**config.mk**
```make
export PLATFORM = sky130hd
export DESIGN_NAME = frl_ctrl
export DESIGN_NICKNAME = d
export VERILOG_FILES = /design/src/rtl/frl_pkg.sv /design/src/rtl/frl_ctrl.sv
export SDC_FILE = /design/constraint.sdc
export NUM_CORES = 1
export LEC_CHECK = 0
export BUFFER_PORTS_ARGS = -buffer_cell sky130_fd_sc_hd__buf_2
export CAP_MARGIN = 20
export CORE_AREA = 2 2 39 41
export DETAILED_ROUTE_END_ITERATION = 12
export DIE_AREA = 0 0 41 43
export HOLD_SLACK_MARGIN = 0.12
export SYNTH_ARGS = -nofsm -noshare
export SYNTH_HDL_FRONTEND = slang
export SYNTH_SLANG_ARGS = --single-unit
export TNS_END_PERCENT = 100
```
**constraint.sdc**
```tcl
create_clock -name clk -period 2.1 [get_ports clk]
set_clock_uncertainty 0.15 [all_clocks]
set_input_delay 0.42 -clock clk [delete_from_list [all_inputs] [get_ports clk]]
set_output_delay 0.42 -clock clk [all_outputs]
set_load 0.05 [all_outputs]
```
**src/rtl/frl_pkg.sv**
```systemverilog
// Package for the fixed-window rate limiter: field widths, register indexes,
// controller states and the command/status structs. No dependencies.
`default_nettype none
package frl_pkg;

	localparam int TIME_W   = 31;
	localparam int COUNT_W  = 16;
	localparam int UIDX_W   = 8;
	localparam int UIDX_SPAN = 256;
	localparam int CFG_IDX_W  = 1;
	localparam int CFG_DATA_W = 31;
	localparam int DIV_STEPS  = TIME_W;
	localparam int STEP_W     = $clog2(DIV_STEPS);

	localparam logic [CFG_IDX_W-1:0] REG_MAX_REQUESTS = 1'b0;
	localparam logic [CFG_IDX_W-1:0] REG_WINDOW_SIZE  = 1'b1;

	localparam logic [TIME_W-1:0]  WINDOW_SIZE_RST  = 31'd10;
	localparam logic [COUNT_W-1:0] MAX_REQUESTS_RST = 16'd3;

	typedef enum logic [1:0] {
		ST_IDLE,
		ST_DIV,
		ST_DONE
	} frl_state_t;

	typedef struct packed {
		logic start;
		logic step;
		logic commit;
	} frl_cmd_t;

	typedef struct packed {
		logic div_last;
		logic out_free;
	} frl_sts_t;

endpackage
`default_nettype wire

```
**src/rtl/frl_ctrl.sv**
```systemverilog
// Sequencer for the rate limiter: accept, divide, commit.
// Depends on frl_pkg.
`default_nettype none
module frl_ctrl
	import frl_pkg::*;
(
	input  wire logic     clk,
	input  wire logic     arst_n,
	input  wire logic     in_valid,
	output logic          in_ready,
	input  wire frl_sts_t sts,
	output frl_cmd_t      cmd
);

	frl_state_t state_q, state_d;

	always_ff @(posedge clk or negedge arst_n) begin
		if (!arst_n) begin
			state_q <= ST_IDLE;
		end else begin
			state_q <= state_d;
		end
	end

	always_comb begin
		state_d  = state_q;
		cmd      = '0;
		in_ready = 1'b0;
		unique case (state_q)
			ST_IDLE: begin
				in_ready = 1'b1;
				if (in_valid) begin
					cmd.start = 1'b1;
					state_d   = ST_DIV;
				end
			end
			ST_DIV: begin
				cmd.step = 1'b1;
				if (sts.div_last) begin
					state_d = ST_DONE;
				end
			end
			ST_DONE: begin
				// hold until the output register can take the result
				if (sts.out_free) begin
					cmd.commit = 1'b1;
					state_d    = ST_IDLE;
				end
			end
			default: begin
				state_d = ST_IDLE;
			end
		endcase
	end

endmodule
`default_nettype wire

```
==> run summary <==
max-cap violations = 0
Global Route met3 Usage = 0.03141
Pleak = 0.1083 nW
Final Wtd Congestion = 0.5193
minimum clock period = 1.727 ns
Setup crit end kind = output port
Avg WL per Cell = 7.205 um
Root Buffer = clkbuf_4
setup TNS = 0 ns
clock sinks = 2
DR DRC count = 0
postcts setup bufs = 0
Max Slew Vio Count = 0
fin nets = 30
cts bufs inserted = 3
FF+latch count, synth = 2
Startpoint Class = flip-flop
Synth Instances = 11
Most flops, register = state_q
maximum buffer depth of the clock tree = 2
H-Tree Depth = 1
most common cell after layout, fill and taps aside = buf_2
Overflow after GRT = 0
GR met1 Demand/Resource = 0.03526
area grow syn2layout = 84.44%
Post-DRT Antenna Nets = 0
global-route usage over all layers = 0.04413
max FFs per register = 2
Total Power = 398.8 uW
initial antenna violation count = 0
Worst Path Required = 1.53 ns
multi-input logic area = 65.06 sq um
Tcrit/Tclk final = 0.8225
initial core utilization = 0.08137
worst min-delay path class = input pin to flip-flop
Most Crowded Layer GR = met4
Initial DRT Pass Iterations = 2
Regs by FF count = state_q (2)
Slew HR = 0.8363
syn_nets = 16
status = finished, final reports clean
Fillers = 152
met2 Track Usage GR = 0.05625
via count = 117
Initial DRC Count = 1
clock transition at the registers of the reported paths = 0.03 ns
Vias/cell = 3.000
hold violation count in the final report = 0
top-level I/O count = 9
Synth Cell Area = 112.6 sq um
Hold Path Depth = 2
Register Area = 50.05 sq um
pwr/cell area = 1920 nW/um^2
Peak VDD IR = 0.3489 mV
post-synthesis sequential area ratio = 0.4444
core area = 1384 sq um
number of global-route vias before repair = 116
Slew @ Worst Pin = 0.2473 ns
DRT Wirelength = 281 um
crit path DAT = 1.16 ns
first-pass GRT wire length = 420 um
die area = 1763 sq um
die width = 41 um
RSZ-0062 raised after global routing = no
layout cells sized above 1 = 0.6087
CP max FO = 6
clk_lat worst skew = 0.22 ns
Die H = 43 um
commonest cells after routing, fill and taps aside = buf_2 (8), clkbuf_4 (3), nor2_1 (2), dfrtp_1 (2)
Max Clk Rate = 578.9 MHz
ant diodes = 0
yosys warns = 0
WS Path Type = flip-flop to output port
detailed-placement wirelength estimate = 210.5 um
Cell Rows = 14
Setup violations, final = 0
R2R depth = 2
Netlist cell types = 8
synthesized area per cell = 10.24 sq um
pin count of the biggest net entering global routing = 7
port bufs = 8
TritonCTS clock tree = done
[path summary, 6_finish.rpt]
check | start | endpoint | slack, ns
hold / removal | sts[1] | state_q[0] | 0.25
min in group asynchronous | arst_n | state_q[0] | 0.35
max in group asynchronous | arst_n | state_q[1] | 1.35
setup / recovery | state_q[0] | cmd[2] | 0.37
hold reg to reg | state_q[1] | state_q[0] | 0.41
setup reg to reg | state_q[1] | state_q[1] | 1.07
[where the power goes]
group          switching (mW)  internal (mW)
Sequential             0.0332         0.0571
Combinational           0.155         0.0675
Clock                  0.0229         0.0632
Total                   0.211          0.188
[synth_stat cells]
| master | instances | area [sq um] |
|---|---|---|
| and2_1 | 1 | 6.260 |
| nand2_1 | 1 | 3.750 |
| nor2b_4 | 1 | 13.76 |
| dfrtp_1 | 2 | 50.05 |
| a211oi_1 | 1 | 7.510 |
| nor3b_2 | 1 | 12.51 |
| nor2_1 | 3 | 11.26 |
| a21o_1 | 1 | 7.510 |
[metal layers]
metal / part of all wire / routed length, um
met5: 0 / 0
met1: 0.37 / 104
met2: 0.48 / 135
met3: 0.14 / 40
met4: 0 / 0
[what timing repair did]
item,CTS,global route
gates resized for setup,0,0
setup endpoints to repair,0,0
endpoints found under the hold margin,2,0
hold buffers,1,0
[through the flow]
| step | instance area [sq um] | util | instances | worst slack [ns] | hold WS [ns] |
|---|---|---|---|---|---|
| after floorplan | 115.1 | - | 11 | 0.1279 | -0.02559 |
| after global placement | 175.2 | 0.1266 | 35 | 0.6120 | 0.05537 |
| after detailed placement | 175.2 | 0.1266 | 35 | 0.6008 | 0.05992 |
| after CTS | 207.7 | 0.1501 | 39 | 0.3522 | 0.2419 |
| after global routing | 207.7 | 0.1501 | 39 | 0.2915 | 0.2679 |
| final | 207.7 | 0.1501 | 39 | 0.3727 | 0.2477 |
[area by class of cell]
cell class,count,area share
Timing Repair Buffer,9,0.2410
Tap cell,16,0.09639
Multi-Input combinational cell,9,0.3133
Clock buffer,3,0.1084
Sequential cell,2,0.2410
[critical path, cell delays in order (launching register included)]
cell and delay, ns:
dfrtp_1 0.43, nor2_2 0.13, and2_1 0.12, buf_2 0.25
[logic make-up (layout without fill, tap and decap cells)]
| logic type | after synthesis | in the layout | synth area share |
|---|---|---|---|
| compound gates | 2 | 2 | 0.1334 |
| buf+inv | 0 | 12 | 0 |
| flops | 2 | 2 | 0.4445 |
| simple gates | 7 | 7 | 0.4222 |
(Power assumes the default switching activity.)
